--- src/bhte_pkg.sv ---
// shared types, codes and defaults of the bucketed hash table engine
// no dependencies; imported by every module of the block but bhte_ram
package bhte_pkg;

  // default geometry
  localparam int MAX_BUCKETS_LOG2_DEF = 10;
  localparam int SLOTS_PER_BUCKET_DEF = 3;

  // field widths
  localparam int KEY_W = 64;
  localparam int VAL_W = 64;
  localparam int LG_W  = 4;

  // request codes on the input channel
  localparam logic [1:0] REQ_GET    = 2'd0;
  localparam logic [1:0] REQ_PUT    = 2'd1;
  localparam logic [1:0] REQ_REMOVE = 2'd2;

  // status codes on the result channel
  localparam logic [1:0] ST_DONE = 2'd0;
  localparam logic [1:0] ST_MISS = 2'd1;
  localparam logic [1:0] ST_FULL = 2'd2;

  // reset value of the bucket count register
  localparam logic [LG_W-1:0] BUCKETS_LOG2_RST = 4'd10;

  typedef struct packed {
    logic [1:0]       req_type;
    logic [KEY_W-1:0] key;
    logic [VAL_W-1:0] value;
  } in_item_t;

  typedef struct packed {
    logic [1:0]       status;
    logic [VAL_W-1:0] value_out;
  } out_item_t;

  // decoded operation; the unused request code becomes a no-op
  typedef enum logic [1:0] {
    OP_GET,
    OP_PUT,
    OP_REMOVE,
    OP_NOP
  } op_t;

  // classified request held in the queue between front and back
  typedef struct packed {
    op_t              op;
    logic [KEY_W-1:0] key;
    logic [VAL_W-1:0] value;
  } job_t;

  // one slot of a bucket row in memory
  typedef struct packed {
    logic             vld;
    logic [KEY_W-1:0] key;
    logic [VAL_W-1:0] val;
  } slot_t;

  typedef enum logic [1:0] {
    BK_CLEAR,
    BK_IDLE,
    BK_EXEC
  } bk_state_t;

endpackage

--- src/bhte_front.sv ---
// front end: configuration register, request decode, bucket selection, two-entry queue
// depends on bhte_pkg
module bhte_front #(
  parameter int MAX_BUCKETS_LOG2 = bhte_pkg::MAX_BUCKETS_LOG2_DEF
) (
  input  logic                        clk,
  input  logic                        rst_n,
  input  logic                        in_valid,
  output logic                        in_ready,
  input  bhte_pkg::in_item_t          in_data,
  input  logic                        cfg_valid,
  output logic                        cfg_ready,
  input  logic [bhte_pkg::LG_W-1:0]   cfg_data,
  input  logic                        clearing,
  output logic                        q_valid,
  output bhte_pkg::job_t              q_job,
  output logic [MAX_BUCKETS_LOG2-1:0] q_row,
  input  logic                        q_pop
);
  import bhte_pkg::*;

  localparam int ROW_AW = MAX_BUCKETS_LOG2;

  logic [LG_W-1:0]   buckets_log2_r;
  logic [ROW_AW-1:0] row_mask;
  logic [ROW_AW-1:0] row_in;
  job_t              job_in;
  logic              push;

  job_t              q_job_r [2];
  logic [ROW_AW-1:0] q_row_r [2];
  logic              wr_ptr_r;
  logic              rd_ptr_r;
  logic [1:0]        cnt_r;

  // bucket count register, always writable
  assign cfg_ready = 1'b1;

  always_ff @(posedge clk) begin
    if (!rst_n) begin
      buckets_log2_r <= BUCKETS_LOG2_RST;
    end else if (cfg_valid) begin
      buckets_log2_r <= cfg_data;
    end
  end

  // index mask; counts above the table size saturate at the full index
  always_comb begin
    for (int i = 0; i < ROW_AW; i++) begin
      row_mask[i] = (i < int'(buckets_log2_r));
    end
  end

  assign row_in = in_data.key[ROW_AW-1:0] & row_mask;

  // request decode
  always_comb begin
    job_in.key   = in_data.key;
    job_in.value = in_data.value;
    unique case (in_data.req_type)
      REQ_GET:    job_in.op = OP_GET;
      REQ_PUT:    job_in.op = OP_PUT;
      REQ_REMOVE: job_in.op = OP_REMOVE;
      default:    job_in.op = OP_NOP;
    endcase
  end

  // queue, closed while the memory is being cleared
  assign in_ready = !clearing && (cnt_r != 2'd2);
  assign push     = in_valid && in_ready;

  always_ff @(posedge clk) begin
    if (push) begin
      q_job_r[wr_ptr_r] <= job_in;
      q_row_r[wr_ptr_r] <= row_in;
    end
  end

  always_ff @(posedge clk) begin
    if (!rst_n) begin
      wr_ptr_r <= 1'b0;
      rd_ptr_r <= 1'b0;
      cnt_r    <= 2'd0;
    end else begin
      if (push) begin
        wr_ptr_r <= !wr_ptr_r;
      end
      if (q_pop) begin
        rd_ptr_r <= !rd_ptr_r;
      end
      cnt_r <= cnt_r + 2'(push) - 2'(q_pop);
    end
  end

  assign q_valid = (cnt_r != 2'd0);
  assign q_job   = q_job_r[rd_ptr_r];
  assign q_row   = q_row_r[rd_ptr_r];

endmodule

--- config.mk ---
export PLATFORM = sky130hd
export DESIGN_NAME = bhte_front
export DESIGN_NICKNAME = d
export VERILOG_FILES = /design/src/bhte_pkg.sv /design/src/bhte_front.sv
export SDC_FILE = /design/constraint.sdc
export NUM_CORES = 1
export LEC_CHECK = 0
export BUFFER_PORTS_ARGS = -buffer_cell sky130_fd_sc_hd__buf_4
export CAP_MARGIN = 10
export CORE_MARGIN = 8
export CORE_UTILIZATION = 53
export DETAILED_ROUTE_END_ITERATION = 8
export PLACE_DENSITY_LB_ADDON = 0.1
export SLEW_MARGIN = 20
export SYNTH_ARGS = -nofsm -noshare
export SYNTH_HDL_FRONTEND = slang
export SYNTH_SLANG_ARGS = --single-unit
--- constraint.sdc ---
create_clock -name clk -period 9.5 [get_ports clk]
set_input_delay 1.425 -clock clk [delete_from_list [all_inputs] [get_ports clk]]
set_output_delay 1.425 -clock clk [all_outputs]
set_load 0.05 [all_outputs]
Word level (Yosys, flattened, before mapping)
Memories as Yosys holds them, arrays and structs flattened. A register that Yosys moved wholly into a read port is not among the register bits.
Cells that the tools add are included.
- register bits after elaboration: 8
- bits in latches: 0
- RAM bits: 280
- memory bits (read-only): 0
- bits of input ports: 140
- memories kept: 2
- add/subtract/negate cells: 2
- $mul: 0
- div/mod/pow operators: 0
- magnitude comparators: 10
- equal/unequal tests: 3
- shift operators: 0
- mux-type cells: 7
- bitwise logic cells: 1
- reduce and logical (&&, ||, !) cells: 7
- memory list (memory ; depth ; bits a word ; read ports ; clocked after memory_dff ; write ports ; RTL line ; source):
    q_job_r ; 2 ; 130 ; 1 ; 1 ; 1 ; bhte_front.sv:30 ; job_t q_job_r [2];
    q_row_r ; 2 ; 10 ; 1 ; 1 ; 1 ; bhte_front.sv:31 ; logic [ROW_AW-1:0] q_row_r [2];
- operators by type and width (cell ; number):
    $lt 3x4->1 const A ; 4
    $and 10x10->10 ; 1
    $lt 1x4->1 const A ; 2
    $lt 2x4->1 const A ; 2
    $lt 4x4->1 const A ; 2
    $mux 1 ; 6
    $pmux 2 s3 ; 1
    $logic_not 1->1 ; 3
    $add 2x1->2 ; 1
    $eq 2x1->1 const B ; 1
    $eq 2x2->1 const B ; 1
    $logic_and 1x1->1 ; 2
    $logic_not 2->1 ; 1
    $ne 2x2->1 const B ; 1
    $reduce_bool 2->1 ; 1
    $sub 2x1->2 ; 1

Longest topological paths before layout
- word-level depth: 5
- depth in mapped cells: 7

Worst setup path after synthesis
Ideal clock, no wire load.
- path type: input-to-reg
- from: input clearing
- to: memory q_job_r[0][0] (netlist bit), enable pin
- setup time: 0.658 ns
- arrival: 7.889 ns
- setup slack: 0.953 ns
- cell stages on the path: 2
- path buffers: 0
- path through: nor3b_2 -> nor2b_1
- word-level cells in the longest chain between the ends: 5
- ends and longest elaborated chain (item ; RTL line ; source):
    start: declaration ; bhte_front.sv:14 ; input logic clearing,
    $logic_not 1->1 ; bhte_front.sv:69 ; assign in_ready = !clearing && (cnt_r != 2'd2);
    $logic_and 1x1->1 ; bhte_front.sv:69 ;
    $logic_and 1x1->1 ; bhte_front.sv:70 ; assign push = in_valid && in_ready;
    $mux 1 ; bhte_front.sv:73 ; if (push) begin
    $mux 1 (implied by the code) ; bhte_front.sv:74 ; q_job_r[wr_ptr_r] <= job_in;
    end: declaration ; bhte_front.sv:30 ;
No other way between the ends.

==> metrics <==
Min-Delay Startpoint wr_ptr_r$_SDFFE_PN0N_; register area share after synthesis 0.778; # IOs 283; Max Cap Violations 0; kind of critical path reg2out; port bufs 281; Final #Nets 935; CP Cell Sequence buf_4, buf_16, mux2_4, buf_4; Top FF cell, synth edfxtp_1; number of synthesized flops with an enable pin 280; Post-synth top cells 280 x edfxtp_1, 100 x mux2_4, 40 x mux2_2; clk buf depth 3; GRT overflow 0; Initial Util 0.532; initial antenna violation count 2; wire per inst 20.5 microns; placed cell area 13400 sq um; HPWL Detailed 15500 microns; RSZ-0062 raised after global routing no; GPL Wtd Cong 0.777; fmax 242 MHz; Syn-to-layout area delta 29.5%; share of layout cells above drive strength 1 0.578; pwr/cell area 218 nW/um^2; reg2reg start cnt_r[1]$_SDFF_PN0_; VDD IR-drop max 155 uV; final core utilization 0.689; initial drt markers 283; endpoints failing setup 0; cts repair resizes 0; Die Ht 160 microns; Synthesized Nets 640; gr usage total 0.167; ys async rst share 0; clk_lat worst skew 0.52 ns; max-slew violations 0; CP arrival 2.71 ns; DP Worst Slack 5.39 ns; row cnt 53; vias in the first global route 6095; Root Buffer clkbuf_16; Final Non-Filler Cells 1090; setup ws final 5.36 ns; count of distinct cell types in the synthesized netlist 31; cell family with most CP delay buffers and inverters; crit-path max FO 35; Finished Cell Area 14300 sq um; CP most frequent cell buf_4; r2r setup slk 6.50 ns; synth top area cells edfxtp_1 76%, mux2_4 14%, mux2_2 4.1%; clock skew 0.00861 ns; count leader, synth edfxtp_1; CORE AREA 20800 sq um; Ys Warns 0; Worst R2R End q_job_r[1][129]$_DFFE_PP_; Worst Setup End Kind primary output; worst hold endpoint wr_ptr_r$_SDFFE_PN0N_; clk slew on worst S/H paths 0.06 ns; Cells after Synth 498; Slew @ Worst Pin 0.965 ns; Final Critical Period 4.14 ns; Yosys top cell by area edfxtp_1; CP startpoint kind flip-flop; max incr delay on CP 0.72 ns; number of H-tree levels 1; total routed wirelength 22400 microns; Cells after DPL 1037; Die Wd 160 microns; Die ar. 25700 sq um; Post-CTS Setup Bufs 0; setup TNS 0 ns; status completed; WP buf/inv 3; Worst Path Required 8.08 ns; final hold vios 0; first-pass GRT wire length 34000 microns; worst hold path type reg2reg; CTS Buf Count 28; part of the cycle the worst path needs 0.435; P_leak 0.00553 uW; largest net degree at the start of global routing 72; drt first pass iters 4; worst hold stages 2; DR DRC count 0; synthesized area per cell 22.2 sq um; mean number of vias per cell 5.07; TritonCTS clock tree built; slew margin rel. 0.356; TritonCTS Sinks 289; routed vias 5525; slowest CP cell dfxtp_4; Seq cells post-synth 289; Final ANT Viol Nets 0; Post-Syn Area 11000 sq um; Hold-fix buffers, CTS 0; r2r worst-path depth 4; area share of the largest cell type after synthesis 0.762
==> sequential cells by signal (all words and copies together), names as in the netlist, named ones only <==
signal and flops:
buckets_log2_r 4, q_row_r 20, cnt_r 2, wr_ptr_r 1
q_job_r 260, rd_ptr_r 1
==> worst min-delay path, cell delays in order, from the launching register on <==
cell     delay (ns)
dfxtp_1        0.35
nand2_1        0.08
mux2i_1        0.06
==> logic make-up (layout without fill, tap and decap cells) <==
group                    after synthesis  in the layout  share of synthesized area
multiplexers                         145            145                      0.181
XOR/XNOR                               2              2                    0.00159
adder cells (fa/ha/maj)                2              2                    0.00227
buffers and inverters                 26            341                     0.0184
other                                  1              3                   0.000340
AO/OA/AOI/OAI                          9              9                    0.00612
AND/OR/NAND/NOR                       24             24                     0.0120
flip-flops                           289            289                      0.778
==> cell type report <==
type	count	area, sq um
antenna	2	5.00
clock buffer	34	744
clock inverter	16	145
fill	1386	6460
inverter	3	11.3
multi-input combinational	183	2260
sequential	289	8590
tap	275	344
timing repair buffer	288	2190
==> metal layers <==
metal / vias to the layer above / global-route usage / part of all wire
met4: 0 / 0.0573 / 0.032
met2: 222 / 0.282 / 0.49
met3: 42 / 0.0566 / 0.086
li1: 2538 / - / -
met5: - / 0 / 0
met1: 2723 / 0.198 / 0.39
==> metrics by stage <==
| step | power, uW | hold WS, ns |
|---|---|---|
| 2_1_floorplan | 1920 | 0.451 |
| 3_3_place_gp | 2080 | 0.495 |
| 3_5_place_dp | 2090 | 0.511 |
| 4_1_cts | 3150 | 0.528 |
| 5_1_grt | 3220 | 0.550 |
| 6_report | 3120 | 0.539 |
==> placed cells by master, fill, tap and decap left out, drive strengths merged <==
master and count:
ha 2, conb 1, o21a 4, and2 4, xnor2 1, clkbuf 34
xor2 1, mux2 140, o31a 1, bufinv 3, nor2 6, nand2 3
o211a 1, clkinv 13, or3 1, nor3 1, and3 1, mux2i 5
a31oi 1, buf 288, a21oi 1, a211oi 1, or2 1, nand2b 1
diode 2, edfxtp 280, inv 3, dfxtp 9, nor3b 1, nor2b 5
==> worst max path at each step <==
stage	end	slack, ns	depth (start not counted)
floorplan	q_job_r[0][0]$_DFFE_PP_	0.95	2
global placement	q_job_r[0][123]$_DFFE_PP_	5.38	4
detailed placement	q_job_r[1][10]$_DFFE_PP_	5.39	4
CTS	q_job[112]	5.15	3
global route	q_job[1]	5.23	4
finish	q_job[55]	5.36	4
==> where the power goes <==
part	leakage [uW]	switching (uW)	internal, uW
logic	0.00245	350	213
clock network	0.000438	428	633
registers	0.00264	24.2	1470
total	0.00553	803	2310
Note: power is estimated with default switching activity, not from simulation.
