--- src/bhte_ram.sv ---
// generic single-write, single-read memory with registered read data
// no dependencies
module bhte_ram #(
  parameter int WIDTH = 8,
  parameter int DEPTH = 16
) (
  input  logic                     clk,
  input  logic                     wr_en,
  input  logic [$clog2(DEPTH)-1:0] wr_addr,
  input  logic [WIDTH-1:0]         wr_data,
  input  logic                     rd_en,
  input  logic [$clog2(DEPTH)-1:0] rd_addr,
  output logic [WIDTH-1:0]         rd_data
);

  logic [WIDTH-1:0] mem_r [DEPTH];
  logic [WIDTH-1:0] rd_data_r;

  // write port
  always_ff @(posedge clk) begin
    if (wr_en) begin
      mem_r[wr_addr] <= wr_data;
    end
  end

  // registered read port, holds its data while idle
  always_ff @(posedge clk) begin
    if (rd_en) begin
      rd_data_r <= mem_r[rd_addr];
    end
  end

  assign rd_data = rd_data_r;

endmodule

--- config.mk ---
export PLATFORM = sky130hd
export DESIGN_NAME = bhte_ram
export DESIGN_NICKNAME = d
export VERILOG_FILES = /design/src/bhte_ram.sv
export SDC_FILE = /design/constraint.sdc
export NUM_CORES = 1
export LEC_CHECK = 0
export ABC_AREA = 1
export BUFFER_PORTS_ARGS = -buffer_cell sky130_fd_sc_hd__buf_2
export CAP_MARGIN = 10
export CORE_ASPECT_RATIO = 1.5
export CORE_MARGIN = 2
export CORE_UTILIZATION = 55
export CTS_CLUSTER_SIZE = 16
export DETAILED_ROUTE_END_ITERATION = 10
export HOLD_SLACK_MARGIN = 0.12
export MAX_ROUTING_LAYER = met4
export PLACE_DENSITY = 0.75
export SLEW_MARGIN = 20
export SYNTH_ARGS = -nofsm -noshare
export SYNTH_HDL_FRONTEND = slang
export SYNTH_SLANG_ARGS = --single-unit
--- constraint.sdc ---
create_clock -name clk -period 1.02 [get_ports clk]
set_input_delay 0.102 -clock clk [delete_from_list [all_inputs] [get_ports clk]]
set_output_delay 0.102 -clock clk [all_outputs]
set_load 0.005 [all_outputs]
# Word-level counts from Yosys, hierarchy flattened
# Memories as Yosys holds them, arrays and structs flattened. A register that Yosys moved wholly into a read port is not among the register bits.
# Cells that the tools add are included.
word_totals:
  register_bits: 0
  latch_bits: 0
  ram_bits: 128
  rom_bits: 0
  input_bits: 19
  out_inout_bits: 8
  wordCells: 3
  n_memories: 1
op_classes:
  addsub: 0
  multipliers: 0
  n_div: 0
  n_lt_le_gt_ge: 0
  n_eq_ne: 0
  shift: 0
  n_mux: 2
  n_bitwise: 0
  reduce_logical: 0
mem_list:
  columns: ["memory", "depth", "width", "rd", "rd_clocked_by_memory_dff", "wr", "line_no", "text"]
  rows:
  - ["mem_r", 16, 8, 1, 1, 1, "16", "logic [WIDTH-1:0] mem_r [DEPTH];"]
op_table:
  columns: ["op", "count"]
  rows:
  - ["$mux 1", 2]

# Longest topological paths before layout
# Gate-level depths: netlist of the first run.
depth:
  word_depth: 2
  depth_mapped: 8
  ltp_nobuf: 7

# Least setup slack after synthesis of the first run
# No wires, ideal clock.
synth_path:
  path_type: "in2reg"
  startpoint: "input wr_addr[3]"
  endpoint: "memory mem_r[4][0] (enable)"
  setup_ps: 370
  t_arrival_ps: 683
  required_ps: 650
  slack_ps: -33
  path_stages: 2
  n_path_buf: 0
  cell_sequence: "nand3b_1 > nor2_1"
synth_lines:
  columns: ["item", "line_no", "text"]
  rows:
  - ["start, declared", "9", "input logic [$clog2(DEPTH)-1:0] wr_addr,"]
  - ["end, declared", "16", null]
# Straight into the memory's write port.

==> flow_summary.toml, run 1 <==
[worst_setup_path]
crit_type = "register to register"
slowest_stage = "edfxtp_1"
reg2reg_slack_ns = -0.09
crit_chain = "inv_1, nand2_1, nand3_1, nand3_2, nand3_2, nand2_2"
worstPathMaxFanout = 1
crit_required_ns = 1.19
r2r_start = "mem_r[7][1]$_DFFE_PP_"
endpoint_kind = "register"
cpPeakStageDelay_ns = 0.36
timing.rr.end = "rd_data[1]$_DFFE_PP_"
cp_data_arrival_time_ns = 1.28
rr_worst_depth = 6
cpMostUsedCell = "nand3_2"
startpoint_type = "register"

[die]
dieArea_mm2 = 0.0115
die_h_um = 130
fp.dieW_um = 88.2
num_rows = 46
core_mm2 = 0.0105
ios = 27
start_util_pct = 55.8

[yosys]
ys_seq_area_share_pct = 69.8
syn_area_mm2 = 0.00585
yosys_warnings = 0
syn_nets = 570
ys_ff_latch = 136
synth.distinct_cells = 11
syn_area_per_cell_um2 = 10.6
postSynthCellCount = 551

[final_layout]
design_area_mm2 = 0.00717
layout_common_cells = "nand2_1, edfxtp_1, inv_1, nand3_2, nand3_1"
final_common_cell = "nand2_1"
layout-drive-gt1-share_pct = 22.3
finalNetCount = 627
synthToLayoutAreaGrowth_pct = 22.6
n_antenna_cell = 0

[routing]
vias = 4034
drcViolationCount = 0
drtPass1Iterations = 8
vias_per_cell = 5.29
wire_per_inst_um = 17.5
routed_wl_um = 13400
postRouteAntennaNets = 0
drtIter0Drc = 354

[cts]
clock-sinks = 136
root_buffer = "clkbuf_16"
cts_buffers = 17
clock_path_buffers = 2
worstSkewPairLatency_ns = 0.42
clk_pin_slew_ns = 0.05
cts.htree.levels = 4
cts_tree = "yes"
postCtsSetupRepairBufs = 0

[grt]
antenna_found_initial = 0
gr-usage-all-layers_pct = 25.7
grt_max_degree = 65
grt_pass1_vias = 3868
grt_pass1_wl_um = 20100
gr-total-overflow = 0

[timing]
drv_slew = 0
final_hold_viol_count = 0
setup_viol = 13
layout_min_cycle_time_ns = 1.11
worst_slack_ns = -0.0878
fmax_mhz = 903
finalCritPeriodShare_pct = 109
rsz0062_at_grt = "yes"
tns_ns = -0.734
fin_skew_ns = 0.00563
worst_pin_slew_ns = 0.429
max_slew_margin_pct = 71.4

[worst_hold_path]
hp-start = "wr_data[0]"
hold_depth = 1
hold-path-endpoint = "mem_r[8][0]$_DFFE_PP_"
hp-class = "input pin to register"

[power_and_ir_drop]
ir_drop_mv = 1.26
cellPowerDensity_mw_per_mm2 = 1780
power_leakage_uw = 0.00310

[place]
gp_congestion = 0.912
dpl.hpwl_um = 8310
place_ws_ns = -0.297
io_buffers = 26
dpl_cell_area_mm2 = 0.00629

[run_status]
status = "complete, but fails checks"
violations = "negative setup slack"

[run]
cap_violations = 0
[state kept, by name (all words and copies together), names as in the netlist]
signal / cells
mem_r: 128
rd_data: 8
[cell usage after synthesis]
cell type	instances	area share, %
inv_2	2	0.13
inv_1	100	6.4
buf_1	1	0.064
nand3b_1	2	0.26
nor2_1	17	1.1
nand3_1	97	8.3
edfxtp_1	136	70
buf_6	6	1.2
buf_4	4	0.51
buf_2	13	1.1
nand2_1	173	11
[how the worst max path moves through the flow]
stage | start | end | slack (ns) | depth (start not counted)
after floorplan | wr_addr[2] | mem_r[10][0]$_DFFE_PP_ | -0.03 | 2
after global placement | rd_addr[0] | rd_data[0]$_DFFE_PP_ | -0.27 | 8
after detailed placement | rd_addr[0] | rd_data[1]$_DFFE_PP_ | -0.30 | 7
after CTS | rd_data[7]$_DFFE_PP_ | rd_data[7] | -0.10 | 1
after global routing | mem_r[7][1]$_DFFE_PP_ | rd_data[1]$_DFFE_PP_ | -0.15 | 6
final | mem_r[7][1]$_DFFE_PP_ | rd_data[1]$_DFFE_PP_ | -0.09 | 6
[repair_timing]
item | in CTS | in global routing
pin swaps | 33 | 10
hold endpoints to repair | 104 | 0
hold buffers | 7 | 0
endpoints found under the setup margin | 14 | 15
gates resized for setup | 40 | 21
[through the flow]
step | util, % | total power [µW] | hold slack (ns) | std cells
4_1_cts | 67.5 | 12800 | 0.130 | 763
2_1_floorplan | - | 6890 | 0.201 | 551
5_1_grt | 68.4 | 13100 | 0.141 | 763
3_5_place_dp | 60.0 | 7240 | 0.481 | 726
6_report | 68.4 | 12800 | 0.122 | 763
3_3_place_gp | 60.0 | 7220 | 0.475 | 726
[critical path: cells and delay by family (launching register included)]
| kind | cells | cell delay, ns |
|---|---|---|
| flops | 1 | 0.36 |
| simple gates | 5 | 0.43 |
| buf+inv | 1 | 0.06 |
[where the power goes]
| group | internal, µW | switching (µW) | leakage (µW) | total (µW) |
|---|---|---|---|---|
| Clock | 3510 | 1980 | 0.000253 | 5490 |
| Combinational | 315 | 618 | 0.00161 | 932 |
| Sequential | 6310 | 37.7 | 0.00124 | 6340 |
| Total | 10100 | 2630 | 0.00310 | 12800 |
[routing by layer]
| layer | track usage, % | vias up | share of wire (%) |
|---|---|---|---|
| met4 | 12.7 | 0 | 4.4 |
| met1 | 28.1 | 1901 | 36 |
| met5 | - | - | 0 |
| met3 | 5.19 | 45 | 6.1 |
| li1 | - | 1894 | - |
| met2 | 44.0 | 194 | 54 |
[logic make-up (layout without fill, tap and decap cells)]
group	after synthesis	in the layout	share of synthesized area, %
buf+inv	126	194	9.39
flops	136	136	69.8
simple gates	289	289	20.8
[layout make-up]
type	count	area, µm²
sequential	136	4080
inverter	102	383
clock inverter	7	78.8
timing repair buffer	62	493
clock buffer	23	448
multi-input combinational	289	1500
tap	144	180
fill	698	3310
Note: power is estimated with default switching activity, not from simulation.
==> run 2: changes to the inputs <==
--- a/config.mk
+++ b/config.mk
@@ -10,12 +10,12 @@
 export CAP_MARGIN = 10
 export CORE_ASPECT_RATIO = 1.5
 export CORE_MARGIN = 2
-export CORE_UTILIZATION = 55
+export CORE_UTILIZATION = 53
 export CTS_CLUSTER_SIZE = 16
 export DETAILED_ROUTE_END_ITERATION = 10
 export HOLD_SLACK_MARGIN = 0.12
 export MAX_ROUTING_LAYER = met4
-export PLACE_DENSITY = 0.75
+export PLACE_DENSITY = 0.73
 export SLEW_MARGIN = 20
 export SYNTH_ARGS = -nofsm -noshare
 export SYNTH_HDL_FRONTEND = slang
==> run 2 against run 1 <==
  * The flow still finishes with violations (negative setup slack)
  * Total power is 9.4% higher
  * Hold slack gained 0.019 ns
  * Clock skew is 0.0016 ns higher
  * Critical path depth is the same
  * Final area up 1.4%
  * Sequential power is essentially flat
  * Via count shrank 2.1%
  * Global-route usage shrank 1.1 points
  * Utilization is 1.6 points lower
  * Non-clock buffer count fell by 3
  * Final cell count rose by 0.26%
  * Critical endpoint unchanged
==> flow_summary.toml, run 2 (synthesis results as in run 1) <==
[routing]
vias = 3949
drtIter0Drc = 348
postRouteAntennaNets = 0
drcViolationCount = 0
wire_per_inst_um = 17.4
routed_wl_um = 13300
vias_per_cell = 5.16
drtPass1Iterations = 5

[final_layout]
finalNetCount = 624
layout_common_cells = "nand2_1, edfxtp_1, inv_1, nand3_2, nand3_1"
regMostFlops = "mem_r"
final_common_cell = "nand2_1"
design_area_mm2 = 0.00727
n_antenna_cell = 0
nFillCells = 764
layout-drive-gt1-share_pct = 23.1
synthToLayoutAreaGrowth_pct = 24.3
largest_register_ffs = 128

[worst_setup_path]
worstPathMaxFanout = 1
cp_data_arrival_time_ns = 1.26
crit_required_ns = 1.20
endpoint_kind = "register"
crit_type = "register to register"
startpoint_type = "register"
reg2reg_slack_ns = -0.06

[die]
core_mm2 = 0.0109
ios = 27
start_util_pct = 53.7
dieArea_mm2 = 0.0119
num_rows = 47
die_h_um = 133
fp.dieW_um = 89.8

[cts]
cts_buffers = 17
clock_path_buffers = 2
postCtsSetupRepairBufs = 0
worstSkewPairLatency_ns = 0.42
root_buffer = "clkbuf_16"
clk_pin_slew_ns = 0.06
clock-sinks = 136
cts.htree.levels = 4
cts_tree = "yes"

[place]
gp_congestion = 0.917
place_ws_ns = -0.350
dpl_cell_area_mm2 = 0.00627
dpl.hpwl_um = 8350
io_buffers = 26

[run_status]
status = "complete, but fails checks"
violations = "negative setup slack"

[grt]
antenna_found_initial = 0
grt_pass1_vias = 3921
gr-total-overflow = 0
gr-usage-all-layers_pct = 24.5
grt_max_degree = 36
grt_pass1_wl_um = 20600

[timing]
rsz0062_at_grt = "yes"
max_slew_margin_pct = 52.4
worst_slack_ns = -0.0604
drv_slew = 0
fmax_mhz = 926
layout_min_cycle_time_ns = 1.08
tns_ns = -0.487
finalCritPeriodShare_pct = 106
worst_pin_slew_ns = 0.713
final_hold_viol_count = 0
setup_viol = 14
fin_skew_ns = 0.00727

[power_and_ir_drop]
pwr-share-comb_pct = 6.5
power_switching_share_pct = 20.2
power_leakage_uw = 0.00313
cellPowerDensity_mw_per_mm2 = 1920
clkPwrFrac_pct = 48.2
p_sw_uw = 2820
ir_drop_mv = 1.37
p_seq_share_pct = 45.4
p_int_uw = 11100

[worst_hold_path]
hp-class = "input pin to register"

[run]
cap_violations = 0
run 2: layer usage:
layer / vias to the layer above / global-route usage [%] / share of wire (%)
met1: 1834 / 27.0 / 36
met3: 34 / 5.58 / 7.3
met5: - / - / 0
met4: 0 / 14.3 / 3.8
met2: 186 / 41.0 / 53
li1: 1895 / - / -
run 2: power by group through the flow:
stage	clock, µW	sequential (µW)	combinational (µW)
6_report	6730	6330	903
3_5_place_dp	0	6450	786
2_1_floorplan	0	6440	443
5_1_grt	7000	6340	996
4_1_cts	6780	6340	868
3_3_place_gp	0	6440	773
run 2: through the flow:
step,util (%),std cells,power (µW),hold WS [ns]
2_1_floorplan,-,551,6890,0.201
3_3_place_gp,57.6,726,7220,0.474
3_5_place_dp,57.6,726,7230,0.475
4_1_cts,65.9,765,14000,0.124
5_1_grt,66.8,765,14300,0.140
6_report,66.8,765,14000,0.141
run 2: final timing paths:
path / start / to / depth (start not counted)
hold / removal: wr_data[1] / mem_r[15][1]$_DFFE_PP_ / 1
hold reg to reg: mem_r[2][3]$_DFFE_PP_ / rd_data[3]$_DFFE_PP_ / 6
setup / recovery: mem_r[5][1]$_DFFE_PP_ / rd_data[1]$_DFFE_PP_ / 6
setup reg to reg: mem_r[5][1]$_DFFE_PP_ / rd_data[1]$_DFFE_PP_ / 6
run 2: repair_timing:
action,in CTS,in global routing
hold buffers,7,0
endpoints found under the hold margin,78,0
setup endpoints to repair,16,16
pin swaps,19,22
gates resized for setup,35,23
run 2: area by class of cell:
class | count | area [µm²] | share of cell area (%)
inverter | 102 | 383 | 5.27
multi-input combinational | 289 | 1490 | 20.5
clock inverter | 14 | 229 | 3.15
timing repair buffer | 59 | 470 | 6.47
tap | 147 | 184 | 2.53
clock buffer | 18 | 429 | 5.91
sequential | 136 | 4080 | 56.2
run 2: critical path: stages (launching register included):
cell and delay (ns):
edfxtp_1 0.38, inv_1 0.07, nand2_1 0.06, nand3_2 0.07, nand3_2 0.13, nand3_2 0.08, nand2_1 0.05
