===== config.mk =====
export PLATFORM = sky130hd
export DESIGN_NAME = bhte_back
export DESIGN_NICKNAME = d
export VERILOG_FILES = /design/src/bhte_pkg.sv /design/src/bhte_back.sv
export SDC_FILE = /design/constraint.sdc
export NUM_CORES = 1
export LEC_CHECK = 0
export ABC_AREA = 1
export BUFFER_PORTS_ARGS = -buffer_cell sky130_fd_sc_hd__buf_4
export CAP_MARGIN = 0
export CORE_AREA = 2 2 393 395
export DETAILED_ROUTE_END_ITERATION = 8
export DIE_AREA = 0 0 395 397
export GPL_TIMING_DRIVEN = 0
export PLACE_DENSITY = 0.37
export SETUP_SLACK_MARGIN = 0.1
export SYNTH_ARGS = -nofsm -noshare
export SYNTH_HDL_FRONTEND = slang
export SYNTH_SLANG_ARGS = --single-unit

===== constraint.sdc =====
create_clock -name clk -period 3.77 [get_ports clk]
set_input_delay 0.1885 -clock clk [delete_from_list [all_inputs] [get_ports clk]]
set_output_delay 0.1885 -clock clk [all_outputs]
set_load 0.02 [all_outputs]

===== src/bhte_pkg.sv =====
// shared types, codes and defaults of the bucketed hash table engine
// no dependencies; imported by every module of the block but bhte_ram
package bhte_pkg;

  // default geometry
  localparam int MAX_BUCKETS_LOG2_DEF = 10;
  localparam int SLOTS_PER_BUCKET_DEF = 3;

  // field widths
  localparam int KEY_W = 64;
  localparam int VAL_W = 64;
  localparam int LG_W  = 4;

  // request codes on the input channel
  localparam logic [1:0] REQ_GET    = 2'd0;
  localparam logic [1:0] REQ_PUT    = 2'd1;
  localparam logic [1:0] REQ_REMOVE = 2'd2;

  // status codes on the result channel
  localparam logic [1:0] ST_DONE = 2'd0;
  localparam logic [1:0] ST_MISS = 2'd1;
  localparam logic [1:0] ST_FULL = 2'd2;

  // reset value of the bucket count register
  localparam logic [LG_W-1:0] BUCKETS_LOG2_RST = 4'd10;

  typedef struct packed {
    logic [1:0]       req_type;
    logic [KEY_W-1:0] key;
    logic [VAL_W-1:0] value;
  } in_item_t;

  typedef struct packed {
    logic [1:0]       status;
    logic [VAL_W-1:0] value_out;
  } out_item_t;

  // decoded operation; the unused request code becomes a no-op
  typedef enum logic [1:0] {
    OP_GET,
    OP_PUT,
    OP_REMOVE,
    OP_NOP
  } op_t;

  // classified request held in the queue between front and back
  typedef struct packed {
    op_t              op;
    logic [KEY_W-1:0] key;
    logic [VAL_W-1:0] value;
  } job_t;

  // one slot of a bucket row in memory
  typedef struct packed {
    logic             vld;
    logic [KEY_W-1:0] key;
    logic [VAL_W-1:0] val;
  } slot_t;

  typedef enum logic [1:0] {
    BK_CLEAR,
    BK_IDLE,
    BK_EXEC
  } bk_state_t;

endpackage


===== src/bhte_back.sv =====
// back end: clearing pass, bucket read-modify-write and result register
// depends on bhte_pkg; drives the bucket memory ports
module bhte_back #(
  parameter int MAX_BUCKETS_LOG2 = bhte_pkg::MAX_BUCKETS_LOG2_DEF,
  parameter int SLOTS_PER_BUCKET = bhte_pkg::SLOTS_PER_BUCKET_DEF,
  parameter int ROW_W            = SLOTS_PER_BUCKET * $bits(bhte_pkg::slot_t)
) (
  input  logic                        clk,
  input  logic                        rst_n,
  input  logic                        q_valid,
  input  bhte_pkg::job_t              q_job,
  input  logic [MAX_BUCKETS_LOG2-1:0] q_row,
  output logic                        q_pop,
  output logic                        clearing,
  output logic                        ram_wr_en,
  output logic [MAX_BUCKETS_LOG2-1:0] ram_wr_addr,
  output logic [ROW_W-1:0]            ram_wr_data,
  output logic                        ram_rd_en,
  output logic [MAX_BUCKETS_LOG2-1:0] ram_rd_addr,
  input  logic [ROW_W-1:0]            ram_rd_data,
  output logic                        out_valid,
  input  logic                        out_ready,
  output bhte_pkg::out_item_t         out_data
);
  import bhte_pkg::*;

  localparam int ROW_AW = MAX_BUCKETS_LOG2;
  localparam int SIW    = (SLOTS_PER_BUCKET > 1) ? $clog2(SLOTS_PER_BUCKET) : 1;

  bk_state_t state_r, state_nxt;
  logic [ROW_AW-1:0] clr_cnt_r, clr_cnt_nxt;
  logic              out_valid_r, out_valid_nxt;
  out_item_t         out_data_r, out_data_nxt;

  slot_t [SLOTS_PER_BUCKET-1:0] row_rd;
  slot_t [SLOTS_PER_BUCKET-1:0] row_wr;
  logic                         hit_any;
  logic [SIW-1:0]               hit_idx;
  logic                         free_any;
  logic [SIW-1:0]               free_idx;
  out_item_t                    res;
  logic                         row_dirty;
  logic                         out_free;

  assign row_rd = ram_rd_data;

  // lowest matching valid slot and lowest free slot
  always_comb begin
    hit_any  = 1'b0;
    hit_idx  = '0;
    free_any = 1'b0;
    free_idx = '0;
    for (int s = SLOTS_PER_BUCKET - 1; s >= 0; s--) begin
      if (row_rd[s].vld && (row_rd[s].key == q_job.key)) begin
        hit_any = 1'b1;
        hit_idx = SIW'(s);
      end
      if (!row_rd[s].vld) begin
        free_any = 1'b1;
        free_idx = SIW'(s);
      end
    end
  end

  // operation on the bucket row
  always_comb begin
    row_wr        = row_rd;
    row_dirty     = 1'b0;
    res.status    = ST_MISS;
    res.value_out = '0;
    unique case (q_job.op)
      OP_GET: begin
        if (hit_any) begin
          res.status    = ST_DONE;
          res.value_out = row_rd[hit_idx].val;
        end
      end
      OP_PUT: begin
        if (!hit_any) begin
          if (free_any) begin
            row_wr[free_idx].vld = 1'b1;
            row_wr[free_idx].key = q_job.key;
            row_wr[free_idx].val = q_job.value;
            row_dirty            = 1'b1;
            res.status           = ST_DONE;
          end else begin
            res.status = ST_FULL;
          end
        end
      end
      OP_REMOVE: begin
        if (hit_any) begin
          row_wr[hit_idx].vld = 1'b0;
          row_dirty           = 1'b1;
          res.status          = ST_DONE;
          res.value_out       = row_rd[hit_idx].val;
        end
      end
      default: begin
        res.status = ST_MISS;
      end
    endcase
  end

  assign out_free = !out_valid_r || out_ready;

  // state register
  always_ff @(posedge clk) begin
    if (!rst_n) begin
      state_r     <= BK_CLEAR;
      clr_cnt_r   <= '0;
      out_valid_r <= 1'b0;
    end else begin
      state_r     <= state_nxt;
      clr_cnt_r   <= clr_cnt_nxt;
      out_valid_r <= out_valid_nxt;
    end
  end

  always_ff @(posedge clk) begin
    out_data_r <= out_data_nxt;
  end

  // next state, memory control and result loading
  always_comb begin
    state_nxt     = state_r;
    clr_cnt_nxt   = clr_cnt_r;
    out_valid_nxt = out_valid_r && !out_ready;
    out_data_nxt  = out_data_r;
    q_pop         = 1'b0;
    ram_wr_en     = 1'b0;
    ram_wr_addr   = q_row;
    ram_wr_data   = row_wr;
    ram_rd_en     = 1'b0;
    ram_rd_addr   = q_row;
    unique case (state_r)
      BK_CLEAR: begin
        ram_wr_en   = 1'b1;
        ram_wr_addr = clr_cnt_r;
        ram_wr_data = '0;
        clr_cnt_nxt = clr_cnt_r + 1'b1;
        if (clr_cnt_r == '1) begin
          state_nxt = BK_IDLE;
        end
      end
      BK_IDLE: begin
        if (q_valid) begin
          ram_rd_en = 1'b1;
          state_nxt = BK_EXEC;
        end
      end
      BK_EXEC: begin
        if (out_free) begin
          ram_wr_en     = row_dirty;
          q_pop         = 1'b1;
          out_valid_nxt = 1'b1;
          out_data_nxt  = res;
          state_nxt     = BK_IDLE;
        end
      end
      default: begin
        state_nxt = BK_IDLE;
      end
    endcase
  end

  assign clearing  = (state_r == BK_CLEAR);
  assign out_valid = out_valid_r;
  assign out_data  = out_data_r;

endmodule


=== Yosys cells after proc, flatten, opt, wreduce, memory -nomap -nowiden ===
Index checks and enable logic that the tools add are counted.

* Register bits: 79
* Input bits: 531
* Output and inout bits: 478
* Word-level logic and storage cells: 88

* Add/sub/neg operators: 1
* $lt $le $gt $ge: 4
* Equality and inequality tests: 11
* Multiplexer cells: 52
* Reductions and logical operators: 15

{| class="wikitable"
|+ Operators with widths
! operator !! number
|-
| $bwmux 387 || 4
|-
| $mux 387 || 4
|-
| $demux 129 s2 || 4
|-
| $pmux 387 s2 || 1
|-
| $bmux 129 s2 || 1
|-
| $mux 129 || 2
|-
| $eq 64x64->1 || 3
|-
| $mux 128 || 1
|-
| $mux 64 || 2
|-
| $mux 65 || 1
|-
| $mux 2 || 11
|-
| $mux 1 || 16
|-
| $add 10x1->10 const B || 1
|-
| $eq 10x10->1 const B || 1
|-
| $mux 10 || 1
|-
| $logic_and 1x1->1 || 6
|-
| $lt 2x3->1 const B || 2
|-
| $pmux 2 s3 || 1
|-
| $eq 2x1->1 const B || 2
|-
| $eq 2x2->1 const B || 2
|-
| $ge 2x1->1 const B || 2
|-
| $logic_not 2->1 || 2
|-
| $ne 2x2->1 const B || 2
|-
| $pmux 1 s2 || 2
|-
| 7 further kinds || 9
|}

=== Longest topological paths before layout ===
* Depth in word-level cells: 14
* Depth in mapped cells: 16
* Depth with buffers taken out: 15

=== Worst setup path after synthesis ===
OpenSTA, ideal clock, no wires.

* Kind: reg2reg
* From: register state_r[1]
* To: register out_data_r, in the netlist out_data[0], enable pin
* Library setup time: 502 ps
* Arrival: 3506 ps
* Data required time: 3268 ps
* Path slack: -238 ps
* Cell stages (with the launch flop): 5
* Path buffers: 0
* Period minus slack after synthesis: 4008 ps
* Path through: dfxtp_1 inv_1 nor2_1 inv_1 nor2_1

* Cells in the longest elaborated chain, start to end: 2

{| class="wikitable"
|+ Ends and longest elaborated chain
! item !! RTL line !! source
|-
| from (decl) || bhte_back.sv:30 || <nowiki>bk_state_t state_r, state_nxt;</nowiki>
|-
| from (signal assigned) || bhte_back.sv:114 || <nowiki>state_r <= state_nxt;</nowiki>
|-
| $eq 2x2->1 || bhte_back.sv:136 || <nowiki>unique case (state_r)</nowiki>
|-
| $reduce_and 2->1 (no line) || - ||
|-
| to (signal assigned) || bhte_back.sv:121 || <nowiki>out_data_r <= out_data_nxt;</nowiki>
|-
| to (decl) || bhte_back.sv:33 || <nowiki>out_item_t out_data_r, out_data_nxt;</nowiki>
|}

No other way between the ends.
A chain may end at the register's enable or synchronous reset.

=== Worst setup path in the final report ===
* From: input q_job[116] in the netlist's numbering
* To: output ram_wr_data[130]

* Cells in the longest elaborated chain, start to end: 10
* Elaborated cells between the ends (all ways): 18
* Classes of those cells: 3 x eq/ne; 12 x mux; 3 x reduce/logical

{| class="wikitable"
|+ Ends and longest elaborated chain
! item !! RTL line !! source
|-
| from (decl) || bhte_back.sv:11 || <nowiki>input bhte_pkg::job_t q_job,</nowiki>
|-
| $eq 64x64->1 || bhte_back.sv:54 || <nowiki>if (row_rd[s].vld && (row_rd[s].key == q_job.key)) begin</nowiki>
|-
| $logic_and 1x1->1 || bhte_back.sv:54 ||
|-
| $mux 2 (3 in series) || bhte_back.sv:54 ||
|-
| $demux 129 s2 || bhte_back.sv:93 || <nowiki>row_wr[hit_idx].vld = 1'b0;</nowiki>
|-
| $bwmux 387 || bhte_back.sv:93 ||
|-
| $mux 387 || bhte_back.sv:92 || <nowiki>if (hit_any) begin</nowiki>
|-
| $pmux 387 s2 * || bhte_back.sv:71 || <nowiki>unique case (q_job.op)</nowiki>
|-
| $mux 387 * || bhte_back.sv:136 ||
|-
| to (decl) || bhte_back.sv:17 || <nowiki>output logic [ROW_W-1:0] ram_wr_data,</nowiki>
|}

Every way passes the cells marked *; elsewhere a longest branch is shown, timed or not.

==> summary.md <==
| Metric | Value |
|---|---|
| Ys async rst share | `0%` |
| Worst hold path class | `in -> reg` |
| Worst IR Drop VDD | `0.2588 mV` |
| Hold path cells | `4` |
| Worst Path Buf+Inv | `5` |
| R2R cell count | `6` |
| TNS Setup | `0 ns` |
| Routed wire length | `221700 microns` |
| Hold Startpoint | `q_valid` |
| Reg clk slew, reported paths | `0.09 ns` |
| LEAKAGE | `15.66 nW` |
| Die width | `around 400 microns` |
| Post-synth top area cell | `nand2_1` |
| RSZ-0062 raised after global routing | `yes` |
| Maximum clock insertion buffer count | `2` |
| Final GP Congestion | `0.9398` |
| CP Cell Sequence | `buf_4 > xnor2_1 > nand2_1 > nor2_1 > nand2_1 > nor2_1 > nand3_4 > nand2_2 > nor2_4 > buf_12 > buf_6 > buf_6 > nand3_1 > nand3_1 > a21oi_4 > buf_4` |
| Slew Viols, Final | `0` |
| Die area | `156800 sq um` |
| Synth-to-Final Area Change | `53.77%` |
| Remaining antenna violation count | `0` |
| Floorplan Core Area | `around 150000 sq um` |
| TritonRoute pass-1 iters | `5` |
| CTS H-tree lvls | `3` |
| GR Util All Layers | `26.89%` |
| Synth cell types | `34` |
| PD cells | `153.5 nW/um^2` |
| Reg2reg end | `out_data[58]$_SDFFCE_PN0P_` |
| Mean Syn Cell Area | `4.949 sq um` |
| Initial Util | `13.36%` |
| Final Hold Vio Count | `0` |
| TritonCTS Buffers | `9` |
| Cells after Synth | `approximately 4100` |
| Clock skew | `0.01980 ns` |
| CP Capture Type | `primary output` |
| Slew @ Worst Pin | `0.9456 ns` |
| Post-route DRC | `0` |
| Req. time, crit path | `3.58 ns` |
| Clock latency on the worst-skew pair | `0.43 ns` |
| First-pass GRT wire length | `just under 300000 microns` |
| FF+latch count, synth | `79` |
| Placed Instances | `7191` |
| Worst path max stage delay | `0.55 ns` |
| Largest net degree at the start of global routing | `29` |
| Placed wire-length estimate | `191900 microns` |
| Initial antenna violation count | `53` |
| Syn Nets | `4665` |
| Synth area leaders | `nand2_1, nand3_1, a21oi_1` |
| Worst path arrival time | `3.42 ns` |
| Post-layout nets | `5697` |
| IO Pins | `between 1000 and 1500` |
| Sequential fraction of the synthesis area | `10.97%` |
| Startpoint Class | `input port` |
| Drt via density | `4.652` |
| Max Fclk | `276.8 MHz` |
| Slew headroom | `36.96%` |
| DR iter-0 viols | `about 3300` |
| YS warnings | `0` |
| Critical path class | `in -> out` |
| Crit-path slowest cell | `xnor2_1` |
| Outcome | `finished clean` |
| Share of layout cells above drive strength 1 | `between 20% and 30%` |
| Synth Flop Type | `edfxtp_1` |
| Final min period | `~3.6 ns` |
| Clock tree sinks | `79` |
| Post-Layout Cell Count | `7224` |
| I/O Buffers | `a little over 1000` |
| Share of the synthesized area in the top cell type | `24.69%` |
| GRT Residual Overflow | `0` |
| Max Cap Viol | `0` |
| Fin crit share | `95.84%` |
| Rows | `~140` |
| WHS | `0.07423 ns` |
| Hold path endpoint | `state_r[0]$_SDFFE_PN0P_` |
| Commonest cells in the netlist | `nand2_1, nand3_1, inv_1, a21oi_1, nor2_1` |
| Crit-path max FO | `10` |
| CTS tree | `built` |
| Final setup viols | `0` |
| Clock tree root buffer cell | `clkbuf_16` |
| Delay-heaviest family, CP | `simple AND/OR/NAND/NOR gates` |
| Die H | `397 microns` |
| Cts hold-fix bufs | `0` |
| Most common cell in the synthesized netlist | `nand2_1` |
| Post-synth EDFFs | `66` |
| Total number of vias | `about 34000` |
| Vias in the first global route | `between 30000 and 40000` |
| R2R Setup Slk | `1.69 ns` |
| R2r startpoint | `state_r[1]$_SDFFE_PN0P_` |
| Cell area after synthesis | `20430 sq um` |
| Drt wl/cell | `30.68 microns` |
-- tightest hold or removal path: cells and delay by family --
kind            cells  cell delay [ns]
compound gates      1             0.05
buf+inv             1             0.08
simple gates        2             0.14
-- per-stage QoR --
stage               util (%)  power, W  setup WS, ns  cell area, sq um
floorplan                  -  0.002152        0.9708             20440
global placement       19.97  0.003685        -1.012             30550
detailed placement     20.16  0.003706       -0.7251             30840
CTS                    20.48  0.004839        0.1008             31320
global route           20.53  0.005075       0.07518             31400
finish                 20.54  0.004824        0.1569             31420
-- how the worst max path moves through the flow --
stage,start,to,slack (ns),depth (start not counted)
6_report,q_job[116],ram_wr_data[130],0.16,16
5_1_grt,q_job[88],ram_wr_data[194],0.08,17
4_1_cts,q_job[93],ram_wr_data[49],0.10,19
3_5_place_dp,q_job[92],out_data[23]$_SDFFCE_PN0P_,-0.73,9
3_3_place_gp,q_job[128],ram_wr_data[131],-1.01,9
2_1_floorplan,out_valid$_SDFF_PN0_,out_data[0]$_SDFFCE_PN0P_,0.97,3
-- cell families after synthesis --
logic type | Yosys count | share of synthesized area (%)
flops | 79 | 10.97
xor+xnor | 36 | 1.543
compound gates | 491 | 12.06
simple gates | 2639 | 56.81
fa+ha+maj | 5 | 0.3062
buf+inv | 879 | 18.30
-- routing by layer --
metal	share of wire, %	global-route usage, %	vias up
li1	-	-	15440
met1	42	33.98	16330
met2	48	46.41	1554
met3	6.5	4.776	242
met4	3.2	7.838	36
met5	0.11	0	-
-- state kept, by name, indices dropped and copies added, names as in the netlist --
signal / flops
out_data: 66
clr_cnt_r: 10
state_r: 2
out_valid: 1
-- layout by cell type, fill, tap and decap left out, drive strengths merged --
cell     instances
a31oi            2
edfxtp          66
nor3           154
nor4             4
a21oi          464
nor2           172
or2              1
inv            568
nor3b            1
diode           14
clkinv           4
or3              1
dfxtp           13
ha               5
xnor2           32
nand3          870
a2111oi          1
buf           1192
o22ai            1
nand4           85
clkbuf         152
o21ai           23
nand2         1345
xor2             4
nand3b           6
-- final cells by class --
type	count	area [sq um]
diodes	14	35.03
plain buffers	313	1654
clock buffers	10	250.2
clock inverters	6	57.56
fillers	18140	121500
inverters	566	2125
multi-input cells	3171	14650
flip-flops and latches	79	2242
well taps	2044	2557
repair buffers	1021	7853
-- power breakdown --
part	total [W]	internal (W)	switching, W
sequential	0.000936	0.000934	0.00000265
clock	0.00107	0.000503	0.000572
combinational	0.00281	0.000895	0.00192
-- timing repair --
item                                    CTS  global route
endpoints found under the setup margin  414           102
setup buffers                             3             0
gates resized for setup                  28            13
pin swaps                                 2             1
Note: power is estimated with default switching activity, not from simulation.
